$ cat src/bfsm_pkg.sv
// Shared types, constants and codes for the bloom filter string membership block.
// Depends on nothing; the queue, front, back, top level and testbench files import it.
package bfsm_pkg;

   localparam int MAX_BYTES  = 4096;
   localparam int MAX_HASHES = 16;
   localparam int HASH_W     = 64;
   localparam int ADDR_W     = $clog2(MAX_BYTES);
   localparam int MOD_W      = $clog2(MAX_BYTES * 8) + 1;
   localparam int SIZE_W     = 13;
   localparam int COUNT_W    = 5;
   localparam int IDX_W      = $clog2(MAX_HASHES);
   localparam int STEP_W     = $clog2(HASH_W);
   localparam int CSR_W      = 13;
   localparam int CSR_IDX_W  = 1;

   localparam logic [HASH_W-1:0]    DJB2_INIT      = 64'd5381;
   localparam logic [CSR_IDX_W-1:0] CSR_SIZE_BYTES = 1'd0;
   localparam logic [CSR_IDX_W-1:0] CSR_HASH_COUNT = 1'd1;
   localparam logic                 OP_INSERT      = 1'b0;

   // One finished string handed from the hash front to the probe back
   typedef struct packed {
      logic [HASH_W-1:0] djb2;
      logic [HASH_W-1:0] sdbm;
      logic              op;
   } job_type;

   typedef struct packed {
      logic [SIZE_W-1:0]  size_bytes;
      logic [COUNT_W-1:0] hash_count;
   } cfg_type;

   typedef enum logic [2:0] {
      ST_CLEAR,
      ST_IDLE,
      ST_MOD,
      ST_READ,
      ST_UPDATE
   } back_state_type;

endpackage

$ cat src/bfsm_queue.sv
// Two-entry job queue between the hash front and the probe back.
// Depends on bfsm_pkg.
module bfsm_queue (
   input  logic              clock,
   input  logic              reset,
   input  logic              push,
   input  bfsm_pkg::job_type push_job,
   output logic              full,
   input  logic              pop,
   output logic              not_empty,
   output bfsm_pkg::job_type head_job
);
   import bfsm_pkg::*;

   job_type    entry_ff [2];
   logic       wr_ptr_ff, wr_ptr_in;
   logic       rd_ptr_ff, rd_ptr_in;
   logic [1:0] count_ff, count_in;

   // Advance pointers and count
   always_comb begin
      wr_ptr_in = wr_ptr_ff ^ push;
      rd_ptr_in = rd_ptr_ff ^ pop;
      count_in  = count_ff + {1'b0, push} - {1'b0, pop};
   end

   always_ff @(posedge clock) begin
      if (reset) begin
         wr_ptr_ff <= 1'b0;
         rd_ptr_ff <= 1'b0;
         count_ff  <= 2'd0;
      end else begin
         wr_ptr_ff <= wr_ptr_in;
         rd_ptr_ff <= rd_ptr_in;
         count_ff  <= count_in;
      end
   end

   // Store pushed item
   always_ff @(posedge clock) begin
      if (push) begin
         entry_ff[wr_ptr_ff] <= push_job;
      end
   end

   assign full      = count_ff == 2'd2;
   assign not_empty = count_ff != 2'd0;
   assign head_job  = entry_ff[rd_ptr_ff];
endmodule

$ cat config.mk
export PLATFORM = sky130hd
export DESIGN_NAME = bfsm_queue
export DESIGN_NICKNAME = d
export VERILOG_FILES = /design/src/bfsm_pkg.sv /design/src/bfsm_queue.sv
export SDC_FILE = /design/constraint.sdc
export NUM_CORES = 1
export LEC_CHECK = 0
export ABC_AREA = 1
export BUFFER_PORTS_ARGS = -buffer_cell sky130_fd_sc_hd__buf_2
export CORE_MARGIN = 2
export CORE_UTILIZATION = 52
export DETAILED_ROUTE_END_ITERATION = 8
export HOLD_SLACK_MARGIN = 0.12
export PLACE_DENSITY = 0.81
export SYNTH_ARGS = -nofsm -noshare
export SYNTH_HDL_FRONTEND = slang
export SYNTH_SLANG_ARGS = --single-unit
export TNS_END_PERCENT = 1
$ cat constraint.sdc
create_clock -name clock -period 5 [get_ports clock]
set_clock_uncertainty 0.05 [all_clocks]
set_input_delay 0 -clock clock [delete_from_list [all_inputs] [get_ports clock]]
set_output_delay 0 -clock clock [all_outputs]
set_load 0.01 [all_outputs]
* Word level (Yosys, flattened, before mapping)
Memory sizes are Yosys's and may differ from the RTL's. A register that Yosys moved wholly into a read port is not among the register bits.
Index checks and enable logic that the tools add are counted.
W data, S select, Z words.
** Word-level totals
- Register bits after elaboration :: 4
- Latch bits :: 0
- Bits in writable memories :: 258
- Memory bits (read-only) :: 0
- Input port bits :: 133
- Output and inout bits :: 131
- Memories :: 1
** Cells by class
- Add/sub/neg operators :: 2
- $mul :: 0
- Div/mod/pow operators :: 0
- $lt $le $gt $ge :: 0
- Equality and inequality tests :: 1
- Shift-type cells :: 0
- Muxes and demuxes :: 3
- Bitwise gates (word level) :: 2
- Reduce and logical (&&, ||, !) cells :: 1
** Memories
- entry_ff :: words 2, width 129, read ports 1, clocked after memory_dff 1, wr ports 1, RTL line bfsm_queue.sv:15 : job_type entry_ff [2];
** Operator list (count)
- $mux W1 :: 3
- $add A2 B1 Y2 :: 1
- $eq A2 B2 Y1 const B :: 1
- $reduce_bool A2 Y1 :: 1
- $sub A2 B1 Y2 :: 1
- $xor A1 B1 Y1 :: 2

* Logic depth before layout (Yosys ltp)
- Word-level depth :: 2
- Mapped depth :: 9

* Worst setup path before layout
No wires, ideal clock.
- Kind :: register -> register
- From :: reg wr_ptr_ff
- To :: mem entry_ff[0][0] (netlist bit), enable pin
- Arrival time :: 3.359 ns
- Path slack :: 1.087 ns
- Cell stages (with the launch flop) :: 3
- Path buffers :: 0
- Path through :: dfxtp_1 -> inv_1 -> ha_1
** RTL lines
- from (decl) :: RTL line bfsm_queue.sv:16 : logic wr_ptr_ff, wr_ptr_in;
- from (signal assigned) :: RTL line bfsm_queue.sv:33 : wr_ptr_ff <= wr_ptr_in;
- to (decl) :: RTL line bfsm_queue.sv:15
No word-level cell before the write port.

==> results.md <==
- Gates resized, CTS repair: 0
- Final setup fails: 0
- EDFF count, synth: about 260
- Slowest CP cell: dfxtp_4
- Synthesized area: between 9000 and 10000 µm²
- Power per cell area: ~380 nW/µm²
- Synth cell types: 13
- Avg Inst Size Synth: 22.3 µm²
- Hold Violations, Final: 0
- Total grt overflow: 0
- Total GRT Usage: 0.196
- Placed Cells: ~910
- Top-count cell post-synth: edfxtp_1
- Die height: around 140 µm
- Post-DP HPWL: 11700 µm
- Layout area overhead: 38.6%
- Final max-slew violation count: 0
- CTS max path bufs: 3
- Fin crit share: 0.494
- Hold crit path type: in2reg
- Starting density of the core: 0.531
- CP Capture Type: output port
- Root Driver: clkbuf_16
- Asr flop ratio synth: 0
- Crit path capture: head_job[3]
- Clk sinks: approximately 260
- Setup CP Type: reg2out
- Outcome: finished, final reports clean
- H-tree levels: 1
- Min cycle time layout: between 2 and 2.5 ns
- First-pass GRT wire length: 30200 µm
- Minimum hold slack: between 0.15 and 0.2 ns
- Post-DR wirelength/cell: 18.3 µm
- Drt first-iter violations: 332
- Ratio of cells with drive above 1 in the final layout: 0.501
- Final cell count without fillers: between 1000 and 1500
- Seq/Total Area, Yosys: 0.820
- Peak Freq: approximately 400 MHz
- Pre-Repair DR Iteration Count: 6
- IO Pins: 264
- Setup TNS: 0 ns
- Pin count of the biggest net entering global routing: 82
- Peak supply drop: about 0.00028 V
- MaxCap Viol Count: 0
- Total CTS buffers: 26
- Worst-Skew Late Latency: around 0.5 ns
- Crit start category: flop
- Via count: roughly 5500
- RSZ-0062 raised after global routing: no
- GP Congestion: approximately 0.76
- Width of the die: approximately 140 µm
- Initial antenna violation count: 1
- Area leader, netlist: edfxtp_1
- Mapped Nets: approximately 570
- Row Count: 49
- TritonCTS clock tree: done
- Worst reg-to-reg path cell count: 2
- Drt drc: 0
- Slew @ Worst Pin: ~1.1 ns
- Gate Count Post-Synth: between 400 and 500
- # port buffers: approximately 260
- Synth warn: 0
- Worst reg-to-reg setup slack: slightly above 3 ns
- Area fraction of the dominant cell type after synthesis: 0.812
- CTS clk-pin slew, worst paths: about 0.06 ns
- Vias per cell: between 5 and 6
- Routed Antenna Nets: 0
- Leakage Power: ~0.0050 µW
- Ys flop type: edfxtp_1
- Req. time, crit path: a little under 5 ns
- CP max FO: 47
- Nets: approximately 980
- Area contributors post-synth: edfxtp_1 81%, mux2_2 15%, buf_6 1.2%, dfxtp_1 0.84%, ha_1 0.52%
- Routed wire length: 20000 µm
- Die area: approximately 19000 µm²
- Max-slew headroom: 0.282
- Worst path max stage delay: just under 0.7 ns
- Reg2Reg Launch Point: wr_ptr_ff$_SDFF_PP0_
- RR Endpoint: entry_ff[1][17]$_DFFE_PP_
- Worst setup path start: rd_ptr_ff$_SDFF_PP0_
- Critical-path cell list: buf_4 -> mux2_2 -> buf_2
- Crit path DAT: about 2.4 ns
- Yosys reg bits: around 260
- Top post-synthesis cells by count: 258 x edfxtp_1, 129 x mux2_2, 10 x buf_6
- Vias in the first global route: 5990
- Core Area: 18000 µm²
-- power by group --
group	internal (µW)	switching (µW)
Combinational	310	300
Clock	1080	740
Sequential	2570	41.7
-- per-stage QoR --
stage / power [µW] / instance area (µm²) / util / setup slack [ns]
2_1_floorplan: 2960 / 9540 / - / 1.09
4_1_cts: 5070 / 13200 / 0.736 / 2.53
5_1_grt: 5200 / 13200 / 0.737 / 2.42
3_5_place_dp: 3170 / 11100 / 0.617 / 3.03
3_3_place_gp: 3150 / 11100 / 0.617 / 3.10
6_report: 5040 / 13200 / 0.737 / 2.53
-- how the worst min path moves through the flow --
stage | start | slack (ns) | end | depth (start not counted)
2_1_floorplan | reset | 0.02 | wr_ptr_ff$_SDFF_PP0_ | 1
3_3_place_gp | push_job[121] | 0.14 | entry_ff[1][121]$_DFFE_PP_ | 1
3_5_place_dp | push_job[15] | 0.14 | entry_ff[0][15]$_DFFE_PP_ | 1
4_1_cts | push_job[47] | 0.14 | entry_ff[0][47]$_DFFE_PP_ | 2
5_1_grt | push_job[87] | 0.16 | entry_ff[0][87]$_DFFE_PP_ | 2
6_report | push_job[43] | 0.16 | entry_ff[0][43]$_DFFE_PP_ | 2
-- worst max-delay path: cells and delay by family (launching register included) --
kind / cells / cell delay [ns]
flip-flops: 1 / 0.69
multiplexers: 1 / 0.42
buffers and inverters: 2 / 0.76
-- registers in the layout (all words and copies together) (netlist names) --
register and cells:
rd_ptr_ff 1, entry_ff 258, count_ff 2, wr_ptr_ff 1
-- kinds of logic (layout without fill, tap and decap cells) --
family / after synthesis / after routing / share of synthesized area
other cells: 0 / 1 / 0
simple gates: 10 / 10 / 0.00406
mux: 129 / 129 / 0.152
fa+ha+maj: 4 / 4 / 0.00524
buf+inv: 21 / 455 / 0.0169
flops: 262 / 262 / 0.820
compound gates: 1 / 1 / 0.000524
xor+xnor: 1 / 1 / 0.000918
-- metal layers --
metal / track usage / part of all wire / up-vias / routed length [µm]
met1: 0.221 / 0.37 / 2703 / 7430
met2: 0.362 / 0.53 / 205 / 10700
met3: 0.0454 / 0.063 / 49 / 1270
met4: 0.0707 / 0.031 / 0 / 617
li1: - / - / 2529 / -
met5: 0 / 0 / - / 0
-- layout by cell type, fill, tap and decap left out, types with 2 or more instances in the layout --
cell type,n
dlygate4sd3_1,134
bufinv_16,2
buf_2,263
ha_4,2
clkbuf_1,7
buf_4,6
inv_1,7
dfxtp_1,3
nand2_1,4
clkbuf_16,27
edfxtp_1,258
mux2_2,129
nor2_1,5
clkinv_1,7
ha_1,2
-- final cells by class --
class | count | area, µm²
Clock buffer | 34 | 702
Tap cell | 229 | 287
Sequential cell | 262 | 7830
Antenna cell | 1 | 2.50
Multi-Input combinational cell | 145 | 1580
Timing Repair Buffer | 403 | 2700
Fill cell | 1031 | 4730
Inverter | 7 | 26.3
Clock inverter | 11 | 98.8
-- timing repair --
action | 4_1_cts | 5_1_grt
endpoints found under the hold margin | 262 | 0
setup buffers | 0 | 0
hold buffers | 134 | 0
No activity file was read; power rests on OpenSTA's default activity.
