===== config.mk =====
export PLATFORM = sky130hd
export DESIGN_NAME = bfsm_front_flat
export DESIGN_NICKNAME = d
export VERILOG_FILES = /design/src/bfsm_pkg.sv /design/src/bfsm_if.sv /design/src/bfsm_front.sv /design/src/flat_wrapper.sv
export SDC_FILE = /design/constraint.sdc
export NUM_CORES = 1
export LEC_CHECK = 0
export BUFFER_PORTS_ARGS = -buffer_cell sky130_fd_sc_hd__buf_2
export CAP_MARGIN = 10
export CORE_MARGIN = 4
export CORE_UTILIZATION = 54
export CTS_BUF_LIST = sky130_fd_sc_hd__clkbuf_16
export DETAILED_ROUTE_END_ITERATION = 10
export HOLD_SLACK_MARGIN = 0.15
export PLACE_DENSITY = 0.77
export SETUP_SLACK_MARGIN = 0.5
export SLEW_MARGIN = 10
export SYNTH_ARGS = -nofsm -noshare
export SYNTH_HDL_FRONTEND = slang
export SYNTH_SLANG_ARGS = --single-unit

===== constraint.sdc =====
create_clock -name clock -period 5.9 [get_ports clock]
set_input_delay 1.18 -clock clock [delete_from_list [all_inputs] [get_ports clock]]
set_output_delay 1.18 -clock clock [all_outputs]
set_load 0.05 [all_outputs]

===== src/bfsm_pkg.sv =====
// Shared types, constants and codes for the bloom filter string membership block.
// Depends on nothing; the queue, front, back, top level and testbench files import it.
package bfsm_pkg;

   localparam int MAX_BYTES  = 4096;
   localparam int MAX_HASHES = 16;
   localparam int HASH_W     = 64;
   localparam int ADDR_W     = $clog2(MAX_BYTES);
   localparam int MOD_W      = $clog2(MAX_BYTES * 8) + 1;
   localparam int SIZE_W     = 13;
   localparam int COUNT_W    = 5;
   localparam int IDX_W      = $clog2(MAX_HASHES);
   localparam int STEP_W     = $clog2(HASH_W);
   localparam int CSR_W      = 13;
   localparam int CSR_IDX_W  = 1;

   localparam logic [HASH_W-1:0]    DJB2_INIT      = 64'd5381;
   localparam logic [CSR_IDX_W-1:0] CSR_SIZE_BYTES = 1'd0;
   localparam logic [CSR_IDX_W-1:0] CSR_HASH_COUNT = 1'd1;
   localparam logic                 OP_INSERT      = 1'b0;

   // One finished string handed from the hash front to the probe back
   typedef struct packed {
      logic [HASH_W-1:0] djb2;
      logic [HASH_W-1:0] sdbm;
      logic              op;
   } job_type;

   typedef struct packed {
      logic [SIZE_W-1:0]  size_bytes;
      logic [COUNT_W-1:0] hash_count;
   } cfg_type;

   typedef enum logic [2:0] {
      ST_CLEAR,
      ST_IDLE,
      ST_MOD,
      ST_READ,
      ST_UPDATE
   } back_state_type;

endpackage


===== src/bfsm_if.sv =====
// Valid/ready channel interfaces for request and response items.
// Depends on nothing.
interface bfsm_req_if;
   logic       valid;
   logic       ready;
   logic       operation;
   logic [7:0] char_byte;
   logic       last;
   modport source (output valid, operation, char_byte, last, input ready);
   modport sink   (input valid, operation, char_byte, last, output ready);
endinterface



===== src/bfsm_front.sv =====
// Hash front: runs djb2 and sdbm over accepted bytes and emits a job per string.
// Depends on bfsm_pkg and bfsm_if.
module bfsm_front (
   input  logic              clock,
   input  logic              reset,
   bfsm_req_if.sink          req,
   input  logic              enable,
   input  logic              queue_full,
   output logic              push,
   output bfsm_pkg::job_type push_job
);
   import bfsm_pkg::*;

   logic [HASH_W-1:0] djb2_ff, djb2_in;
   logic [HASH_W-1:0] sdbm_ff, sdbm_in;
   logic              ended_ff, ended_in;
   logic [HASH_W-1:0] djb2_next, sdbm_next, c_ext;
   logic              take, hash_on;

   assign req.ready = enable && !queue_full;
   assign take      = req.valid && req.ready;

   // Fold in the byte unless the string already ended or this byte is the zero that ends it
   always_comb begin
      c_ext     = {{(HASH_W-8){1'b0}}, req.char_byte};
      hash_on   = !ended_ff && (req.char_byte != 8'd0);
      djb2_next = djb2_ff;
      sdbm_next = sdbm_ff;
      if (hash_on) begin
         djb2_next = (djb2_ff << 5) + djb2_ff + c_ext;
         sdbm_next = c_ext + (sdbm_ff << 6) + (sdbm_ff << 16) - sdbm_ff;
      end
      djb2_in  = djb2_ff;
      sdbm_in  = sdbm_ff;
      ended_in = ended_ff;
      if (take) begin
         if (req.last) begin
            djb2_in  = DJB2_INIT;
            sdbm_in  = '0;
            ended_in = 1'b0;
         end else begin
            djb2_in  = djb2_next;
            sdbm_in  = sdbm_next;
            ended_in = ended_ff || (req.char_byte == 8'd0);
         end
      end
   end

   always_ff @(posedge clock) begin
      if (reset) begin
         djb2_ff  <= DJB2_INIT;
         sdbm_ff  <= '0;
         ended_ff <= 1'b0;
      end else begin
         djb2_ff  <= djb2_in;
         sdbm_ff  <= sdbm_in;
         ended_ff <= ended_in;
      end
   end

   assign push          = take && req.last;
   assign push_job.djb2 = djb2_next;
   assign push_job.sdbm = sdbm_next;
   assign push_job.op   = req.operation;
endmodule


===== src/flat_wrapper.sv =====
// flat-port wrapper written by rule: the top's interface ports become plain ports
module bfsm_front_flat import bfsm_pkg::*;
  (clock, reset, enable, queue_full, push, push_job, req_valid, req_operation, req_char_byte, req_last, req_ready);
  bfsm_req_if req_i ();
  input  logic clock;
  input  logic reset;
  input  logic enable;
  input  logic queue_full;
  output logic push;
  output bfsm_pkg::job_type push_job;
  input wire logic [$bits(req_i.valid)-1:0] req_valid;
  input wire logic [$bits(req_i.operation)-1:0] req_operation;
  input wire logic [$bits(req_i.char_byte)-1:0] req_char_byte;
  input wire logic [$bits(req_i.last)-1:0] req_last;
  output wire logic [$bits(req_i.ready)-1:0] req_ready;
  assign req_i.valid = req_valid;
  assign req_i.operation = req_operation;
  assign req_i.char_byte = req_char_byte;
  assign req_i.last = req_last;
  assign req_ready = req_i.ready;
  bfsm_front u_core (.clock(clock), .reset(reset), .req(req_i), .enable(enable), .queue_full(queue_full), .push(push), .push_job(push_job));
endmodule

### Yosys cells after proc, flatten, opt, wreduce, memory -nomap -nowiden

Cells that the tools add are included.
Widths: inputs -> output; s select.

| operators by class | value |
|---|---|
| add/subtract/negate cells | 5 |
| muxes and demuxes | 5 |
| reductions and logical operators | 9 |

Operators by type and width:

| cell | count |
|---|---|
| $mux 64 | 4 |
| $add 64x64->64 | 2 |
| $add 64x8->64 | 1 |
| $add 8x64->64 | 1 |
| $sub 64x64->64 | 1 |
| $logic_not 8->1 | 1 |
| $reduce_bool 8->1 | 1 |
| $logic_and 1x1->1 | 4 |
| $logic_not 1->1 | 2 |
| $logic_or 1x1->1 | 1 |
| $mux 1 | 1 |

| word-level totals | value |
|---|---|
| register bits after elaboration | 129 |
| bits of input ports | 15 |
| output and inout bits | 131 |
| word-level logic and storage cells | 22 |

### Logic depth before layout (Yosys ltp)

| depth | value |
|---|---|
| word-level depth | 5 |
| gate-level depth with buffers | 16 |
| depth with buffers taken out | 16 |

### Least setup slack after synthesis

OpenSTA, ideal clock, no wires.

| timing | value |
|---|---|
| path type | input to output |
| start point | input port req_char_byte[5] |
| end point | output port push_job[118] (netlist name) |
| data arrival time | 4981 ps |
| data required time | 4720 ps |
| setup slack | -261 ps |
| stages | 14 |
| path buffers | 0 |
| cells stage by stage | inv_1 fa_1 inv_1 ha_1 a21o_1 a221o_1 a21oi_1 o21ai_1 o211ai_1 a21boi_0 o21ai_0 and2_1 xor2_1 o21ai_0 |

RTL lines:

| item | line | source |
|---|---|---|
| from (decl) | flat_wrapper.sv:13 | `input wire logic [$bits(req_i.char_byte)-1:0] req_char_byte;` |
| to (decl) | flat_wrapper.sv:10 | `output bfsm_pkg::job_type push_job;` |

==> results.toml <==
[hold_path]
min_path_type = "flip-flop to flip-flop"

[timing]
max_freq_mhz = 178
timing.final.hold_violations = 0
final-max-slew-violation-count = 0
period_share_pct = 95.0
post-route-worst-setup-slack_ns = 0.294
worstMarginPinSlew_ns = 1.13
fin_worst_skew_ns = 0.0111
finalSetupViolations = 0
worst_slew_margin_pct = 24.6
post-route-min-period_ns = 5.61
grt_setup_unrepaired = "true"

[worst_setup_path]
timing.setup.critical_path_class = "input pin to primary output"
crit_family = "compound AO/OA/AOI/OAI gates"
cp_data_required_time_ns = 4.72
cell_by_cell_listing_of_the_critical_path = "buf_2, fa_1, ha_4, buf_4, nand4_1, nor3_2, a21oi_2, a2111oi_4, nor3_2, buf_4, o21ai_4, buf_6, a21o_1, a41oi_2, xor2_1, o21ai_2, buf_6"
crit_path_max_fanout = 4
worst_setup_path_end_kind = "primary output"
critical-path-max-stage-delay_ns = 0.48
critical_path.slowest_cell = "fa_1"
cp_num_buf_inv = 5
cp_data_arrival_time_ns = 4.43
worst_setup_path_start_kind = "input pin"

[detailed_routing]
drc = 0
route.antenna.remaining_nets = 0
totalWireLength_microns = 52400
drtIter0Drc = 1601
drt-pass1-iter-count = 6
vias_per_cell = 6.19
avgRoutedWirePerCell_microns = 19.7
num_vias = 16504

[status]
run_status = "completed"

[floorplan]
core.rowCount = 62
ios = 146
floorplan.initialDensity_pct = 54.8
design.core.area_sq_um = 28700
chipHeight_microns = 179
die-area_sq_um = 31900
die_width_microns = 179

[synth]
synth_top_family_by_area = "compound AO/OA/AOI/OAI gates"
yosysWarningCount = 0
post_synth_instance_area_sq_um = 15700
synth_compound_gate_area_share_pct = 28.4
synth_edf_count = 0
sequential_share_of_the_synthesized_area_pct = 16.4
synth.ff_latch_count = 129
synthesis.nets = 2385
syn_area_per_cell_sq_um = 7.43
yosys.area_share.xor_xnor_pct = 6.29
post_synth_fa_ha_maj_area_fraction_pct = 22.6
synth_simple_gate_area_share_pct = 17.5
synth_async_sr_flop_share_pct = 0
synth-main-ff-cell = "dfxtp_1"
cell_variety_after_synth = 95
post_synth_inst_count = 2118
synth_mux_area_share_pct = 0.652

[cts]
clk_latency_ns = 0.45
tritoncts = "done"
cts_root_buf = "clkbuf_16"
tritoncts.num_buffers = 17
cts_hold_repair.buffers = 0
cts_num_sinks = 129
cts.path.max_buffers = 2
htreeDepth = 4
reg_clk_slew_reported_paths_ns = 0.06

[placement]
placed_area_sq_um = 17100
place_ws_ns = -0.0343
port-buffer-count = 143
place_congestion = 0.996
place.detailed.hpwl_microns = 38500
placed_cells = 2580

[pwr]
p_int_uw = 4180
power_uw = 9280
peakVddDrop_mv = 0.622
power.combinational.fraction_pct = 78.2
sw_frac_of_total_pct = 54.9
leakage_uw = 0.00902
power.sequential.fraction_pct = 10.4
pwr-share-clk_pct = 11.4
net_switching_power_of_the_design_uw = 5090
power_density_nw_per_um2 = 475

[finish]
area.sequential_sq_um = 2600
multiInputGateArea_sq_um = 13200
area_growth_syn_to_layout_pct = 24.3
finalNetCount = 2536
layout_common_cells = "nand2_1 (275), inv_1 (185), ha_1 (171), a21oi_1 (137), nor2_1 (123)"
fillers = 2315
layout.core_utilization_pct = 68.1
final_design_area_no_fill_sq_um = 19600
final_common_cell = "nand2_1"
final_cells = 2666
drive_above_1_share_pct = 22.8

[job]
max_cap_violations = 0

[global_route]
total_gr_overflow = 0
grt_first_pass_wirelength_microns = 82200
first_global_vias = 15677
grt_antenna_before_repair = 0
grt_util_overall_pct = 32.0
grt_start_max_net_pins = 67
[worst min-delay path: stages, from the launching register on]
cell and delay (ns):
dfxtp_1 0.33, nand2_1 0.06, o21ai_1 0.05
[timing repair]
item	in CTS	in global routing
gates resized for setup	200	171
pin swaps	82	79
endpoints found under the setup margin	63	78
setup buffers	39	15
hold endpoints to repair	0	0
[final timing paths]
check	start	to	slack, ns	cells past startpoint
worst max register to register	u_core.sdbm_ff[7]	u_core.sdbm_ff[54]	1.81	19
worst min-delay path	u_core.djb2_ff[60]	u_core.djb2_ff[60]	0.48	2
worst min register to register	u_core.djb2_ff[60]	u_core.djb2_ff[60]	0.48	2
worst max-delay path	req_char_byte[6]	push_job[127]	0.29	17
[metrics by stage]
step / hold slack [ns] / TNS [ns]
after floorplan: 0.447 / 0
after global placement: 0.462 / 0
after detailed placement: 0.469 / -0.0744
after CTS: 0.478 / 0
after global routing: 0.500 / 0
final: 0.480 / 0
[cells in the mapped netlist (11+ instances only)]
| master | instances | share of area [%] |
|---|---|---|
| ha_1 | 198 | 16 |
| inv_1 | 197 | 4.7 |
| nand3_1 | 29 | 0.92 |
| fa_1 | 54 | 6.9 |
| xnor2_1 | 67 | 3.7 |
| nand4_1 | 37 | 1.5 |
| a22oi_1 | 55 | 2.6 |
| o21ai_0 | 211 | 6.7 |
| o21a_1 | 13 | 0.62 |
| nand2b_1 | 11 | 0.44 |
| and3_1 | 18 | 0.72 |
| o211ai_1 | 15 | 0.72 |
| xor2_1 | 46 | 2.6 |
| dfxtp_1 | 129 | 16 |
| a211oi_1 | 15 | 0.72 |
| nor3_1 | 27 | 0.86 |
| and2_1 | 20 | 0.80 |
| o21bai_1 | 25 | 1.2 |
| a31oi_1 | 19 | 0.76 |
| o22ai_1 | 26 | 1.0 |
| nor2_1 | 126 | 3.0 |
| or3_1 | 11 | 0.44 |
| nand2_1 | 278 | 6.6 |
| clkbuf_1 | 92 | 2.2 |
| a21oi_1 | 153 | 4.9 |
| a21o_1 | 71 | 3.4 |
[cell families (layout without fill, tap and decap cells)]
group | after synthesis | in the layout
fa+ha+maj | 252 | 252
xor+xnor | 113 | 113
mux | 10 | 10
simple gates | 601 | 601
flops | 129 | 129
compound gates | 699 | 699
other cells | 0 | 1
buf+inv | 314 | 477
[layout make-up]
type / count / share of cell area [%]
multi-input cells: 1675 / 67.7
clock inverters: 14 / 0.659
repair buffers: 248 / 9.92
diodes: 1 / 0.0128
clock buffers: 17 / 2.18
inverters: 198 / 3.83
flip-flops and latches: 129 / 13.3
well taps: 384 / 2.46
[power groups by stage]
stage / combinational [uW] / clock [uW] / sequential (uW)
after floorplan: 4460 / 0 / 963
after global routing: 7660 / 1100 / 970
final: 7250 / 1060 / 967
after global placement: 5780 / 0 / 979
after detailed placement: 5820 / 0 / 981
after CTS: 6670 / 1060 / 964
[flip-flops by register name (all words and copies together), names as in the netlist]
register and flops:
u_core.djb2_ff 64, u_core.sdbm_ff 64, u_core.ended_ff 1
[per-layer routing]
metal	track usage (%)	up-vias	part of all wire [%]
met5	0	-	0
met4	12.9	0	4.3
met3	6.03	177	8.0
met2	51.9	779	46
met1	42.0	7727	41
li1	-	7821	-
No activity file was read; power rests on OpenSTA's default activity.
